==> config.mk <==
export PLATFORM = sky130hd
export DESIGN_NAME = ranger_sensor_hub_top
export DESIGN_NICKNAME = d
export VERILOG_FILES = /design/src/rtl/core/rsh_pkg.sv /design/src/rtl/core/ranger_sensor_hub_top.sv /design/src/rtl/core/rsh_ram.sv /design/src/rtl/core/rsh_front.sv /design/src/rtl/core/rsh_update.sv /design/src/rtl/core/rsh_emitter.sv
export SDC_FILE = /design/constraint.sdc
export NUM_CORES = 1
export LEC_CHECK = 0
export BUFFER_PORTS_ARGS = -buffer_cell sky130_fd_sc_hd__buf_2
export CAP_MARGIN = 10
export CORE_MARGIN = 2
export CORE_UTILIZATION = 56
export DETAILED_ROUTE_END_ITERATION = 8
export PLACE_DENSITY = 0.74
export SYNTH_ARGS = -nofsm -noshare
export SYNTH_HDL_FRONTEND = slang
export SYNTH_SLANG_ARGS = --single-unit
export TNS_END_PERCENT = 30
==> constraint.sdc <==
create_clock -name clk -period 17.12 [get_ports clk]
set_input_delay 3.424 -clock clk [delete_from_list [all_inputs] [get_ports clk]]
set_output_delay 3.424 -clock clk [all_outputs]
set_load 0.02 [all_outputs]
==> src/rtl/core/rsh_pkg.sv <==
`timescale 1ns / 1ps
`default_nettype none
// ----------------------------------------------------------------------------
// rsh_pkg
// Shared constants, codes and types of the ranger sensor hub.
// ----------------------------------------------------------------------------
package rsh_pkg;

    // Sizes of the hub.
    localparam int NUM_SENSORS  = 6;
    localparam int NUM_BUTTONS  = 4;
    localparam int SLOT_W       = $clog2(NUM_SENSORS);
    localparam int FIRST_ANALOG = 2;
    localparam int BTN_IDX_W    = (NUM_BUTTONS > 1) ? $clog2(NUM_BUTTONS) : 1;

    // Field widths of the beats.
    localparam int ID_W     = 11;
    localparam int WORD_W   = 16;
    localparam int BYTES_W  = 2;
    localparam int OPCODE_W = 2;

    // Input tdata layout, lowest field first.
    localparam int IN_CH_LSB   = 0;
    localparam int IN_RISE_LSB = 1;
    localparam int IN_TS_LSB   = 2;
    localparam int IN_PINS_LSB = IN_TS_LSB + WORD_W;
    localparam int IN_HI_LSB   = IN_PINS_LSB + NUM_BUTTONS;
    localparam int IN_LO_LSB   = IN_HI_LSB + 8;
    localparam int IN_CID_LSB  = IN_LO_LSB + 8;
    localparam int IN_CW_LSB   = IN_CID_LSB + ID_W;
    localparam int IN_USED_W   = IN_CW_LSB + WORD_W;
    localparam int IN_TDATA_W  = ((IN_USED_W + 7) / 8) * 8;

    // Output tdata layout, lowest field first.
    localparam int OUT_USED_W  = ID_W + WORD_W + BYTES_W;
    localparam int OUT_TDATA_W = ((OUT_USED_W + 7) / 8) * 8;

    // Message identifiers and command codes.
    localparam logic [ID_W-1:0] ID_RANGER_REPORT = 11'd352;
    localparam logic [ID_W-1:0] ID_BUTTON_REPORT = 11'd272;
    localparam logic [ID_W-1:0] CMD_REQUEST      = 11'd320;
    localparam logic [ID_W-1:0] CMD_THRESHOLD    = 11'd328;
    localparam logic [ID_W-1:0] CMD_MUTE         = 11'd336;
    localparam logic [ID_W-1:0] CMD_UNMUTE       = 11'd344;
    localparam logic [15:0]     CMD_CODE_MASK    = 16'hFFF8;
    localparam logic [7:0]      SLOT_MASK        = 8'h07;

    localparam logic [BYTES_W-1:0] BYTES_NONE = 2'd0;
    localparam logic [BYTES_W-1:0] BYTES_WORD = 2'd2;

    // Input opcodes.
    localparam logic [OPCODE_W-1:0] OPC_ECHO = 2'd0;
    localparam logic [OPCODE_W-1:0] OPC_TICK = 2'd1;
    localparam logic [OPCODE_W-1:0] OPC_CMD  = 2'd2;

    // Table operation carried by an item into the update stage.
    typedef enum logic [2:0] {
        OP_NONE    = 3'd0,
        OP_ECHO    = 3'd1,
        OP_TICK    = 3'd2,
        OP_REQUEST = 3'd3,
        OP_THRESH  = 3'd4,
        OP_MUTE    = 3'd5,
        OP_UNMUTE  = 3'd6
    } op_t;

    // One entry of the sensor table.
    typedef struct packed {
        logic [WORD_W-1:0] value;
        logic [WORD_W-1:0] threshold;
        logic              unmuted;
        logic              below;
    } entry_t;

    localparam int ENTRY_W = $bits(entry_t);

    // Table read request issued at acceptance.
    typedef struct packed {
        logic              en;
        logic [SLOT_W-1:0] addr;
    } rd_req_t;

    // Decoded item handed from the front stage to the update stage.
    typedef struct packed {
        op_t                    op;
        logic [SLOT_W-1:0]      addr;
        logic [WORD_W-1:0]      word;
        logic [NUM_BUTTONS-1:0] btn_mask;
        logic [NUM_BUTTONS-1:0] btn_pressed;
    } item_t;

    // Report job handed from the update stage to the emitter.
    typedef struct packed {
        logic [NUM_BUTTONS-1:0] btn_mask;
        logic [NUM_BUTTONS-1:0] btn_pressed;
        logic                   rpt_valid;
        logic [ID_W-1:0]        rpt_id;
        logic [WORD_W-1:0]      rpt_word;
    } job_t;

endpackage
`default_nettype wire

==> src/rtl/core/ranger_sensor_hub_top.sv <==
`timescale 1ns / 1ps
`default_nettype none
// ----------------------------------------------------------------------------
// ranger_sensor_hub_top
// Sensor hub: sonar echo timing, button and analog tick handling and command
// decoding around a six-entry sensor table RAM.
//
//   Channel   Direction  Beat contents
//   s_axis    in         tuser opcode; tdata echo, tick and command fields
//   m_axis    out        tdata report id, word, byte count; tlast end of run
//
// An item is decoded and its table read issued in the cycle it is accepted,
// is read, modified and written back in the update stage, and its reports
// are taken by the emitter, which sends them through the output register.
// Items that cause at most one report stream at one per cycle while m_axis
// is ready; a tick with k reports holds the emitter until all k are sent.
// Reset clears all control state; the table reads as zero through per-entry
// valid bits, so no clearing pass is needed. A stall on m_axis fills the
// output register, the emitter job and the update stage, then drops tready.
// ----------------------------------------------------------------------------
module ranger_sensor_hub_top (
    input  wire logic                            clk,
    input  wire logic                            rst_n,
    input  wire logic                            s_axis_tvalid,
    output      logic                            s_axis_tready,
    // tdata from bit 0: sonar_channel, rising_edge, timestamp, button_pins,
    // adc_high_byte, adc_low_byte, command_id, command_word, zero fill.
    input  wire logic [rsh_pkg::IN_TDATA_W-1:0]  s_axis_tdata,
    // tuser: opcode.
    input  wire logic [rsh_pkg::OPCODE_W-1:0]    s_axis_tuser,
    output      logic                            m_axis_tvalid,
    input  wire logic                            m_axis_tready,
    // tdata from bit 0: message_id, payload_word, payload_bytes, zero fill.
    output      logic [rsh_pkg::OUT_TDATA_W-1:0] m_axis_tdata,
    output      logic                            m_axis_tlast
);
    import rsh_pkg::*;

    rd_req_t rd_req;
    logic    s1_valid;
    item_t   s1_item;
    logic    s1_adv;
    logic    job_ready;
    logic    job_load;
    job_t    job;

    rsh_front u_front (
        .clk           (clk),
        .rst_n         (rst_n),
        .s_axis_tvalid (s_axis_tvalid),
        .s_axis_tready (s_axis_tready),
        .s_axis_tdata  (s_axis_tdata),
        .s_axis_tuser  (s_axis_tuser),
        .s1_adv        (s1_adv),
        .rd_req        (rd_req),
        .s1_valid      (s1_valid),
        .s1_item       (s1_item)
    );

    rsh_update u_update (
        .clk       (clk),
        .rst_n     (rst_n),
        .rd_req    (rd_req),
        .s1_valid  (s1_valid),
        .s1_item   (s1_item),
        .job_ready (job_ready),
        .s1_adv    (s1_adv),
        .job_load  (job_load),
        .job       (job)
    );

    rsh_emitter u_emitter (
        .clk           (clk),
        .rst_n         (rst_n),
        .job_load      (job_load),
        .job_in        (job),
        .job_ready     (job_ready),
        .m_axis_tvalid (m_axis_tvalid),
        .m_axis_tready (m_axis_tready),
        .m_axis_tdata  (m_axis_tdata),
        .m_axis_tlast  (m_axis_tlast)
    );

endmodule
`default_nettype wire

==> src/rtl/core/rsh_ram.sv <==
`timescale 1ns / 1ps
`default_nettype none
// ----------------------------------------------------------------------------
// rsh_ram
// Generic single-port-write, single-port-read RAM with registered read data.
// A read and a write of the same address in one cycle return the old data.
// ----------------------------------------------------------------------------
module rsh_ram #(
    parameter int WIDTH = 8,
    parameter int DEPTH = 8
) (
    input  wire logic                     clk,
    input  wire logic                     wr_en,
    input  wire logic [$clog2(DEPTH)-1:0] wr_addr,
    input  wire logic [WIDTH-1:0]         wr_data,
    input  wire logic                     rd_en,
    input  wire logic [$clog2(DEPTH)-1:0] rd_addr,
    output      logic [WIDTH-1:0]         rd_data
);

    logic [WIDTH-1:0] mem [DEPTH];

    // Write port.
    always_ff @(posedge clk)
    begin
        if (wr_en)
        begin
            mem[wr_addr] <= wr_data;
        end
    end

    // Registered read port.
    always_ff @(posedge clk)
    begin
        if (rd_en)
        begin
            rd_data <= mem[rd_addr];
        end
    end

endmodule
`default_nettype wire

==> src/rtl/core/rsh_front.sv <==
`timescale 1ns / 1ps
`default_nettype none
// ----------------------------------------------------------------------------
// rsh_front
// Accepts input beats, keeps the small per-event state (echo start times,
// button flags, armed sonar, analog cursor), decodes the item, issues the
// sensor table read and holds the item for the update stage.
// ----------------------------------------------------------------------------
module rsh_front (
    input  wire logic                             clk,
    input  wire logic                             rst_n,
    input  wire logic                             s_axis_tvalid,
    output      logic                             s_axis_tready,
    input  wire logic [rsh_pkg::IN_TDATA_W-1:0]   s_axis_tdata,
    input  wire logic [rsh_pkg::OPCODE_W-1:0]     s_axis_tuser,
    input  wire logic                             s1_adv,
    output      rsh_pkg::rd_req_t                 rd_req,
    output      logic                             s1_valid,
    output      rsh_pkg::item_t                   s1_item
);
    import rsh_pkg::*;

    logic                   accept;
    logic                   sonar_ch;
    logic                   rising;
    logic [WORD_W-1:0]      ts;
    logic [NUM_BUTTONS-1:0] pins;
    logic [7:0]             adc_hi;
    logic [7:0]             adc_lo;
    logic [ID_W-1:0]        cmd_id;
    logic [WORD_W-1:0]      cmd_word;
    logic [2:0]             cmd_slot;
    logic [ID_W-1:0]        cmd_code;

    logic [WORD_W-1:0]      echo_start_reg [2];
    logic [WORD_W-1:0]      echo_start_next [2];
    logic [NUM_BUTTONS-1:0] pressed_reg;
    logic [NUM_BUTTONS-1:0] pressed_next;
    logic                   armed_reg;
    logic                   armed_next;
    logic [SLOT_W-1:0]      cursor_reg;
    logic [SLOT_W-1:0]      cursor_next;
    logic                   s1_valid_reg;
    logic                   s1_valid_next;
    item_t                  s1_item_reg;
    item_t                  item_d;

    // Unpack the input beat.
    assign sonar_ch = s_axis_tdata[IN_CH_LSB];
    assign rising   = s_axis_tdata[IN_RISE_LSB];
    assign ts       = s_axis_tdata[IN_TS_LSB +: WORD_W];
    assign pins     = s_axis_tdata[IN_PINS_LSB +: NUM_BUTTONS];
    assign adc_hi   = s_axis_tdata[IN_HI_LSB +: 8];
    assign adc_lo   = s_axis_tdata[IN_LO_LSB +: 8];
    assign cmd_id   = s_axis_tdata[IN_CID_LSB +: ID_W];
    assign cmd_word = s_axis_tdata[IN_CW_LSB +: WORD_W];
    assign cmd_slot = cmd_id[2:0] & SLOT_MASK[2:0];
    assign cmd_code = cmd_id & CMD_CODE_MASK[ID_W-1:0];

    // The front stage takes a beat when it holds no item or the held item moves on.
    assign s_axis_tready = !s1_valid_reg || s1_adv;
    assign accept        = s_axis_tvalid && s_axis_tready;

    // Decode the beat and work out the small state updates.
    always_comb
    begin
        item_d             = '0;
        item_d.op          = OP_NONE;
        echo_start_next[0] = echo_start_reg[0];
        echo_start_next[1] = echo_start_reg[1];
        pressed_next       = pressed_reg;
        armed_next         = armed_reg;
        cursor_next        = cursor_reg;

        case (s_axis_tuser)
            OPC_ECHO:
            begin
                if (sonar_ch == armed_reg)
                begin
                    if (rising)
                    begin
                        echo_start_next[sonar_ch] = ts;
                    end
                    else
                    begin
                        item_d.op   = OP_ECHO;
                        item_d.addr = SLOT_W'(sonar_ch);
                        item_d.word = ts - echo_start_reg[sonar_ch];
                    end
                end
            end
            OPC_TICK:
            begin
                // A button reports when its pin level equals its pressed flag.
                for (int i = 0; i < NUM_BUTTONS; i++)
                begin
                    if (pins[i] == pressed_reg[i])
                    begin
                        item_d.btn_mask[i] = 1'b1;
                        pressed_next[i]    = !pins[i];
                    end
                end
                item_d.btn_pressed = ~pins;
                item_d.op          = OP_TICK;
                item_d.addr        = cursor_reg;
                item_d.word        = {6'd0, adc_hi, adc_lo[7:6]};
                armed_next         = !armed_reg;
                if (cursor_reg == SLOT_W'(NUM_SENSORS - 1))
                begin
                    cursor_next = SLOT_W'(FIRST_ANALOG);
                end
                else
                begin
                    cursor_next = cursor_reg + 1'b1;
                end
            end
            OPC_CMD:
            begin
                if ({1'b0, cmd_slot} < 4'(NUM_SENSORS))
                begin
                    item_d.addr = cmd_slot[SLOT_W-1:0];
                    item_d.word = cmd_word;
                    unique case (cmd_code)
                        CMD_REQUEST:   item_d.op = OP_REQUEST;
                        CMD_THRESHOLD: item_d.op = OP_THRESH;
                        CMD_MUTE:      item_d.op = OP_MUTE;
                        CMD_UNMUTE:    item_d.op = OP_UNMUTE;
                        default:       item_d.op = OP_NONE;
                    endcase
                end
            end
            default:
            begin
                item_d.op = OP_NONE;
            end
        endcase
    end

    // Table read for the accepted item; data is ready in the update stage.
    assign rd_req.en   = accept;
    assign rd_req.addr = item_d.addr;

    // Hold flag of the update stage.
    always_comb
    begin
        s1_valid_next = s1_valid_reg;
        if (accept)
        begin
            s1_valid_next = 1'b1;
        end
        else if (s1_adv)
        begin
            s1_valid_next = 1'b0;
        end
    end

    // Control state.
    always_ff @(posedge clk or negedge rst_n)
    begin
        if (!rst_n)
        begin
            echo_start_reg[0] <= '0;
            echo_start_reg[1] <= '0;
            pressed_reg       <= '0;
            armed_reg         <= 1'b0;
            cursor_reg        <= SLOT_W'(FIRST_ANALOG);
            s1_valid_reg      <= 1'b0;
        end
        else
        begin
            s1_valid_reg <= s1_valid_next;
            if (accept)
            begin
                echo_start_reg[0] <= echo_start_next[0];
                echo_start_reg[1] <= echo_start_next[1];
                pressed_reg       <= pressed_next;
                armed_reg         <= armed_next;
                cursor_reg        <= cursor_next;
            end
        end
    end

    // Item payload.
    always_ff @(posedge clk)
    begin
        if (accept)
        begin
            s1_item_reg <= item_d;
        end
    end

    assign s1_valid = s1_valid_reg;
    assign s1_item  = s1_item_reg;

endmodule
`default_nettype wire

==> src/rtl/core/rsh_update.sv <==
`timescale 1ns / 1ps
`default_nettype none
// ----------------------------------------------------------------------------
// rsh_update
// Owns the sensor table RAM. Reads the entry of the held item, forwards the
// most recent write over stale read data, modifies the entry, writes it back
// and builds the report job for the emitter.
// ----------------------------------------------------------------------------
module rsh_update (
    input  wire logic             clk,
    input  wire logic             rst_n,
    input  wire rsh_pkg::rd_req_t rd_req,
    input  wire logic             s1_valid,
    input  wire rsh_pkg::item_t   s1_item,
    input  wire logic             job_ready,
    output      logic             s1_adv,
    output      logic             job_load,
    output      rsh_pkg::job_t    job
);
    import rsh_pkg::*;

    logic [ENTRY_W-1:0]     rd_data;
    entry_t                 cur;
    entry_t                 upd;
    logic                   wr_en;
    logic                   below;
    logic                   changed;
    logic                   has_job;

    logic [NUM_SENSORS-1:0] valid_reg;
    logic                   fwd_valid_reg;
    logic [SLOT_W-1:0]      fwd_addr_reg;
    entry_t                 fwd_data_reg;

    rsh_ram #(
        .WIDTH (ENTRY_W),
        .DEPTH (NUM_SENSORS)
    ) u_table (
        .clk     (clk),
        .wr_en   (s1_adv && wr_en),
        .wr_addr (s1_item.addr),
        .wr_data (upd),
        .rd_en   (rd_req.en),
        .rd_addr (rd_req.addr),
        .rd_data (rd_data)
    );

    // Current entry: the last write wins, an unwritten entry reads as zero.
    always_comb
    begin
        if (fwd_valid_reg && (fwd_addr_reg == s1_item.addr))
        begin
            cur = fwd_data_reg;
        end
        else if (valid_reg[s1_item.addr])
        begin
            cur = entry_t'(rd_data);
        end
        else
        begin
            cur = '0;
        end
    end

    // Modify the entry and build the reports of this item.
    always_comb
    begin
        upd          = cur;
        wr_en        = 1'b0;
        below        = 1'b0;
        changed      = 1'b0;
        job          = '0;
        job.rpt_word = cur.value;

        case (s1_item.op)
            OP_ECHO:
            begin
                below         = s1_item.word < cur.threshold;
                changed       = below != cur.below;
                upd.value     = s1_item.word;
                upd.below     = below;
                wr_en         = 1'b1;
                job.rpt_valid = cur.unmuted || changed;
                job.rpt_id    = ID_RANGER_REPORT
                              | {6'd0, below, changed, 3'(s1_item.addr)};
                job.rpt_word  = s1_item.word;
            end
            OP_TICK:
            begin
                upd.value       = s1_item.word;
                wr_en           = 1'b1;
                job.btn_mask    = s1_item.btn_mask;
                job.btn_pressed = s1_item.btn_pressed;
                job.rpt_valid   = cur.unmuted;
                job.rpt_id      = ID_RANGER_REPORT | {8'd0, 3'(s1_item.addr)};
                job.rpt_word    = s1_item.word;
            end
            OP_REQUEST:
            begin
                below         = cur.value < cur.threshold;
                job.rpt_valid = 1'b1;
                job.rpt_id    = ID_RANGER_REPORT | {6'd0, below, 1'b0, 3'(s1_item.addr)};
            end
            OP_THRESH:
            begin
                upd.threshold = s1_item.word;
                wr_en         = 1'b1;
            end
            OP_MUTE:
            begin
                upd.unmuted = 1'b0;
                wr_en       = 1'b1;
            end
            OP_UNMUTE:
            begin
                upd.unmuted = 1'b1;
                wr_en       = 1'b1;
            end
            default:
            begin
                wr_en = 1'b0;
            end
        endcase
    end

    // The item leaves once its reports, if any, are taken by the emitter.
    assign has_job  = job.rpt_valid || (|job.btn_mask);
    assign s1_adv   = s1_valid && (!has_job || job_ready);
    assign job_load = s1_adv && has_job;

    // Valid bits and the forwarding copy of the last write.
    always_ff @(posedge clk or negedge rst_n)
    begin
        if (!rst_n)
        begin
            valid_reg     <= '0;
            fwd_valid_reg <= 1'b0;
        end
        else if (s1_adv && wr_en)
        begin
            valid_reg[s1_item.addr] <= 1'b1;
            fwd_valid_reg           <= 1'b1;
        end
    end

    always_ff @(posedge clk)
    begin
        if (s1_adv && wr_en)
        begin
            fwd_addr_reg <= s1_item.addr;
            fwd_data_reg <= upd;
        end
    end

endmodule
`default_nettype wire

==> src/rtl/core/rsh_emitter.sv <==
`timescale 1ns / 1ps
`default_nettype none
// ----------------------------------------------------------------------------
// rsh_emitter
// Holds one report job and sends its reports one beat per cycle while m_axis
// is ready, through the output register: button reports in increasing button
// order, then the ranger report. The final beat of a job carries tlast.
// ----------------------------------------------------------------------------
module rsh_emitter (
    input  wire logic                            clk,
    input  wire logic                            rst_n,
    input  wire logic                            job_load,
    input  wire rsh_pkg::job_t                   job_in,
    output      logic                            job_ready,
    output      logic                            m_axis_tvalid,
    input  wire logic                            m_axis_tready,
    output      logic [rsh_pkg::OUT_TDATA_W-1:0] m_axis_tdata,  // id, word, bytes
    output      logic                            m_axis_tlast
);
    import rsh_pkg::*;

    job_t                   job_reg;
    job_t                   job_next;
    logic                   busy;
    logic                   out_ready;
    logic                   fire;
    logic                   last;
    logic [BTN_IDX_W-1:0]   sel;
    logic [NUM_BUTTONS-1:0] sel_hot;
    logic [ID_W-1:0]        beat_id;
    logic [WORD_W-1:0]      beat_word;
    logic [BYTES_W-1:0]     beat_bytes;

    logic                   m_valid_reg;
    logic                   m_valid_next;
    logic                   m_last_reg;
    logic [ID_W-1:0]        m_id_reg;
    logic [WORD_W-1:0]      m_word_reg;
    logic [BYTES_W-1:0]     m_bytes_reg;

    assign busy      = job_reg.rpt_valid || (|job_reg.btn_mask);
    assign out_ready = !m_valid_reg || m_axis_tready;
    assign fire      = busy && out_ready;

    // Lowest pending button.
    always_comb
    begin
        sel     = '0;
        sel_hot = '0;
        for (int i = NUM_BUTTONS - 1; i >= 0; i--)
        begin
            if (job_reg.btn_mask[i])
            begin
                sel = BTN_IDX_W'(i);
            end
        end
        sel_hot[sel] = |job_reg.btn_mask;
    end

    // Beat selection: a button report first, else the ranger report.
    always_comb
    begin
        if (|job_reg.btn_mask)
        begin
            beat_id    = ID_BUTTON_REPORT | {7'd0, job_reg.btn_pressed[sel], 3'(sel)};
            beat_word  = '0;
            beat_bytes = BYTES_NONE;
            last       = ((job_reg.btn_mask & ~sel_hot) == '0) && !job_reg.rpt_valid;
        end
        else
        begin
            beat_id    = job_reg.rpt_id;
            beat_word  = job_reg.rpt_word;
            beat_bytes = BYTES_WORD;
            last       = 1'b1;
        end
    end

    assign job_ready = !busy || (fire && last);

    // Job bookkeeping: a new job replaces a finished one.
    always_comb
    begin
        job_next = job_reg;
        if (job_load)
        begin
            job_next = job_in;
        end
        else if (fire)
        begin
            if (|job_reg.btn_mask)
            begin
                job_next.btn_mask = job_reg.btn_mask & ~sel_hot;
            end
            else
            begin
                job_next.rpt_valid = 1'b0;
            end
        end
    end

    // Output register valid.
    always_comb
    begin
        m_valid_next = m_valid_reg;
        if (out_ready)
        begin
            m_valid_next = fire;
        end
    end

    // Held job and output valid.
    always_ff @(posedge clk or negedge rst_n)
    begin
        if (!rst_n)
        begin
            job_reg     <= '0;
            m_valid_reg <= 1'b0;
        end
        else
        begin
            job_reg     <= job_next;
            m_valid_reg <= m_valid_next;
        end
    end

    // Beat payload.
    always_ff @(posedge clk)
    begin
        if (fire)
        begin
            m_id_reg    <= beat_id;
            m_word_reg  <= beat_word;
            m_bytes_reg <= beat_bytes;
            m_last_reg  <= last;
        end
    end

    assign m_axis_tvalid = m_valid_reg;
    assign m_axis_tlast  = m_last_reg;
    assign m_axis_tdata  = OUT_TDATA_W'({m_bytes_reg, m_word_reg, m_id_reg});

endmodule
`default_nettype wire
# Word-level counts from Yosys, hierarchy flattened
# Memories as Yosys holds them, arrays and structs flattened. A register that Yosys moved wholly into a read port is not among the register bits.
# Index checks and enable logic that the tools add are counted.
# word_totals
regBits,182
ram_bits,204
in_bits,78
memories,1
# memory_table
name,words,width,rd,rd_clocked_by_memory_dff,write_ports,line,source
u_update.u_table.mem,6,34,1,1,1,rsh_ram.sv:21,logic [WIDTH-1:0] mem [DEPTH];
# op_classes
n_addsub,2
order_cmp,9
eq_ne,21
mux,51
bitwise_logic,6
reduce_logical,45
# ops
cell,n
16-bit 2-to-1 mux,6
34-bit 2-to-1 mux,2
19-bit case mux with 3 select lines,1
20-bit 2-to-1 mux,2
12-bit case mux with 3 select lines,1
32-bit bitwise mux,1
"8-bit by 6-bit == test with 1-bit output, second input constant",4
16-bit less-than comparator,2
22-bit 2-to-1 mux,1
1-bit 2-to-1 mux,18
16-bit demux with 1-bit select,1
4-bit 2-to-1 mux,4
16-bit subtractor,1
"3-bit == test, second input constant",4
3-bit case mux with 4 select lines,1
3-bit AND reduction,4
1-bit logical AND,11
1-bit logical NOT,10
2-bit 2-to-1 mux,5
3-bit case mux with 3 select lines,1
4-bit bitwise AND,2
8-bit 2-to-1 mux,1
4-bit NOT,2
4-bit OR reduction,2
other kinds (32),47

# Longest topological paths before layout
# depth
depth_word,21
mapped_depth,20
depth_no_buf,15

# Cells and area by module
# A second synthesis with hierarchy kept.
# unflattened
hier_cells,1282
hier_area_um2,18848.1
# modules_own_cells
module,n_inst,cells_each,area_per_inst_um2
rsh_ram,1,443,8902.3
rsh_front,1,332,3892.5
rsh_update,1,333,3432.0
rsh_emitter,1,174,2621.3

# Least setup slack after synthesis
# No wires, ideal clock.
# synth_path
path_type,input port to output port
startpoint,input port m_axis_tready
endpoint,output port s_axis_tready
arrival_ns,4.486
t_required_ns,13.696
path_slack_ns,9.210
cell_stages,6
n_path_buf,0
cell_sequence,nor2b_1 -> o21ai_0 -> nand2_1 -> nand3_1 -> o21ai_4 -> inv_1
# synth_via
elab_chain_cells,7
# synth_rtl
element,line,source
"start, declared",ranger_sensor_hub_top.sv:32,"input wire logic m_axis_tready,"
1-bit logical OR,rsh_emitter.sv:42,assign out_ready = !m_valid_reg || m_axis_tready;
1-bit logical AND,rsh_emitter.sv:43,assign fire = busy && out_ready;
1-bit logical AND,rsh_emitter.sv:79,assign job_ready = !busy || (fire && last);
1-bit logical OR,rsh_emitter.sv:79,
1-bit logical OR,rsh_update.sv:128,assign s1_adv = s1_valid && (!has_job || job_ready);
1-bit logical AND,rsh_update.sv:128,
1-bit logical OR,rsh_front.sv:61,assign s_axis_tready = !s1_valid_reg || s1_adv;
"end, declared",ranger_sensor_hub_top.sv:25,"output logic s_axis_tready,"
# Every way passes these cells.

# Final worst setup path
# Ends and elaborated chain as after synthesis.

==> results.py <==
metrics = {
    "clock_tree": {
        "post_cts_resized": 0,
        "cts-root-buf": "clkbuf_16",
        "postCtsHoldBufs": 0,
        "clkLatencyLatePin_ns": 0.53,
        "h-tree-depth": 2,
        "cts.sinks": 410,
        "path_clk_slew_ns": 0.06,
        "cts_made_buffers": 41,
        "ctsLongestPathBuffers": 3,
        "cts_setup_buffers": 0,
        "cts_tree": "done",
    },
    "logic_synthesis": {
        "synthTopCellsByCount": "edfxtp_1 (330), nand2_1 (211), o21ai_0 (80)",
        "seq_area_frac_synth_pct": 66.2,
        "synth_top_area_share_pct": 55.1,
        "synthTopCellsByArea": "edfxtp_1 (55%), dfrtp_1 (11%), nand2_1 (4.4%), mux2_2 (3.8%), ha_1 (3.1%)",
        "yosysMostFrequentCell": "edfxtp_1",
        "syn_inst": 1354,
        "synth_seq_cells": 410,
        "yosysUniqueCellTypes": 77,
        "async_flop_share_pct": 19.5,
        "syn_area_mm2": 0.0180,
        "yosys_warnings": 0,
        "synth.avg_cell_area_um2": 13.3,
        "synth-edff-count": 330,
        "synth_top_area_cell": "edfxtp_1",
        "synth_flop_cell": "edfxtp_1",
    },
    "global_routing": {
        "grt_pass1_vias": 10900,
        "grt_usage_pct": 23.0,
        "grt-ovfl-total": 0,
        "antenna_found_initial": 0,
        "grt_max_degree": 70,
        "grt_pass1_wl_um": 59500,
    },
    "drt": {
        "firstDrtPassIters": 6,
        "post-route-drc-count": 0,
        "drt_iter0_drc": 1082,
        "via_count": 11100,
        "drt.antenna.violating_nets": 0,
        "routed_wl_um": 37900,
        "avgRoutedWirePerCell_um": 20.3,
        "vias_per_cell": 5.96,
    },
    "timing": {
        "hold_viol": 0,
        "setup_viol": 0,
        "setup_slack_ns": 8.56,
        "tightest_slew_ns": 1.12,
        "post-route-period-util_pct": 50.0,
        "rsz0062_at_grt": "false",
        "slew_violations": 0,
        "clock_skew_ns": 0.0194,
        "maxSlewHeadroom_pct": 25.0,
        "fin_setup_tns_ns": 0,
        "finalCriticalPeriod_ns": 8.56,
        "fmax_mhz": 117,
    },
    "finish": {
        "final_util_pct": 63.7,
        "drive_gt1_share_pct": 17.8,
        "area_delta_synth_final_pct": 11.9,
        "largest_reg_flops": 204,
        "antenna_cells": 0,
        "layout.nets": 1559,
    },
    "placement": {
        "hpwl_um": 23200,
        "place.gp.congestion": 0.834,
        "portBuffers": 92,
        "dpl_worst_slack_ns": 8.62,
    },
    "critical_path": {
        "cp_max_fo": 7,
        "r2r_slack_ns": 10.23,
        "critPathKind": "input port to primary output",
        "cp.required_ns": 13.70,
        "worst_ep_arrival_time_ns": 5.14,
        "critPathLaunchType": "input port",
        "endpoint_kind": "primary output",
    },
    "floorplanning": {
        "core_mm2": 0.0316,
        "dieHeight_um": 183,
        "start_util_pct": 56.9,
        "die_w_um": 183,
        "ios": 113,
        "placementRows": 65,
        "die-area_mm2": 0.0336,
    },
    "power": {
        "leakage_nw": 7.74,
        "irDropWorstVdd_uv": 106,
        "powerDensity_mw_per_mm2": 142,
    },
    "flow_run": {
        "cap_viol_max_count": 0,
    },
    "worst_hold_path": {
        "hold_class": "flop to flop",
    },
    "run_status": {
        "outcome": "completed",
    },
}
[cell usage in the layout (no fill, tap or decap), types with 43 or more instances in the layout]
| cell type | Yosys | layout |
|---|---|---|
| edfxtp_1 | 330 | 330 |
| nand2_1 | 211 | 211 |
| buf_2 | 13 | 91 |
| o21ai_0 | 80 | 80 |
| dfrtp_1 | 79 | 79 |
| mux2_2 | 61 | 61 |
| nor2_1 | 50 | 50 |
| mux2i_1 | 49 | 49 |
| ha_1 | 45 | 45 |
| clkbuf_16 | 0 | 43 |
[kinds of logic after synthesis]
logic type	count (synthesis)	share of synthesized area, %
AOI/OAI and AO/OA	257	9.76
xor gates and xnor gates	24	1.21
adders and majority gates	47	3.29
buffers and inverters	105	2.59
DFF	410	66.2
muxes	115	6.87
other	1	0.0208
and+or+nand+nor	395	10.1
[per-stage QoR]
stage               power (mW)  area [um2]  std cells  hold WS [ns]
CTS                       2.87       20100       1870         0.465
global placement          1.97       18800       1794         0.445
floorplan                 1.82       18000       1360         0.421
global route              2.99       20100       1870         0.491
finish                    2.86       20100       1870         0.467
detailed placement        2.00       18800       1794         0.452
[critical path, stage by stage]
cell     delay [ns]
buf_2          0.09
nor2b_1        0.44
o21ai_0        0.24
nand2_1        0.18
nand3_1        0.17
o21ai_4        0.35
inv_1          0.06
buf_2          0.16
[final timing paths]
check	cells after the start	endpoint	startpoint
worst min register to register	1	u_update.valid_reg[0]	u_update.valid_reg[0]
min in group asynchronous	1	u_front.echo_start_reg[29]	rst_n
max in group asynchronous	2	u_emitter.job_reg[15]	rst_n
worst max register to register	16	u_update.u_table.mem[2][29]	u_front.s1_item[26]
worst min-delay path	1	u_update.valid_reg[0]	u_update.valid_reg[0]
worst max-delay path	8	s_axis_tready	m_axis_tready
[power breakdown]
part	leakage (nW)	internal [mW]	total, mW	switching [mW]
Clock	0.631	0.504	0.864	0.361
Sequential	4.08	1.28	1.35	0.0675
Combinational	3.02	0.259	0.646	0.387
[layout make-up]
class	instances	area, um2
Multi-Input combinational cell	845	5720
Fill cell	2274	11500
Tap cell	402	503
Inverter	25	96.3
Timing Repair Buffer	112	613
Clock buffer	58	1160
Sequential cell	410	11900
Clock inverter	18	139
[per-layer routing]
metal	global-route usage, %	part of all wire (%)	vias to the layer above
li1	-	-	5194
met4	8.19	2.9	0
met2	37.7	49	375
met1	31.9	43	5508
met5	0	0	-
met3	2.88	5.2	70
Note: power is estimated with default switching activity, not from simulation.
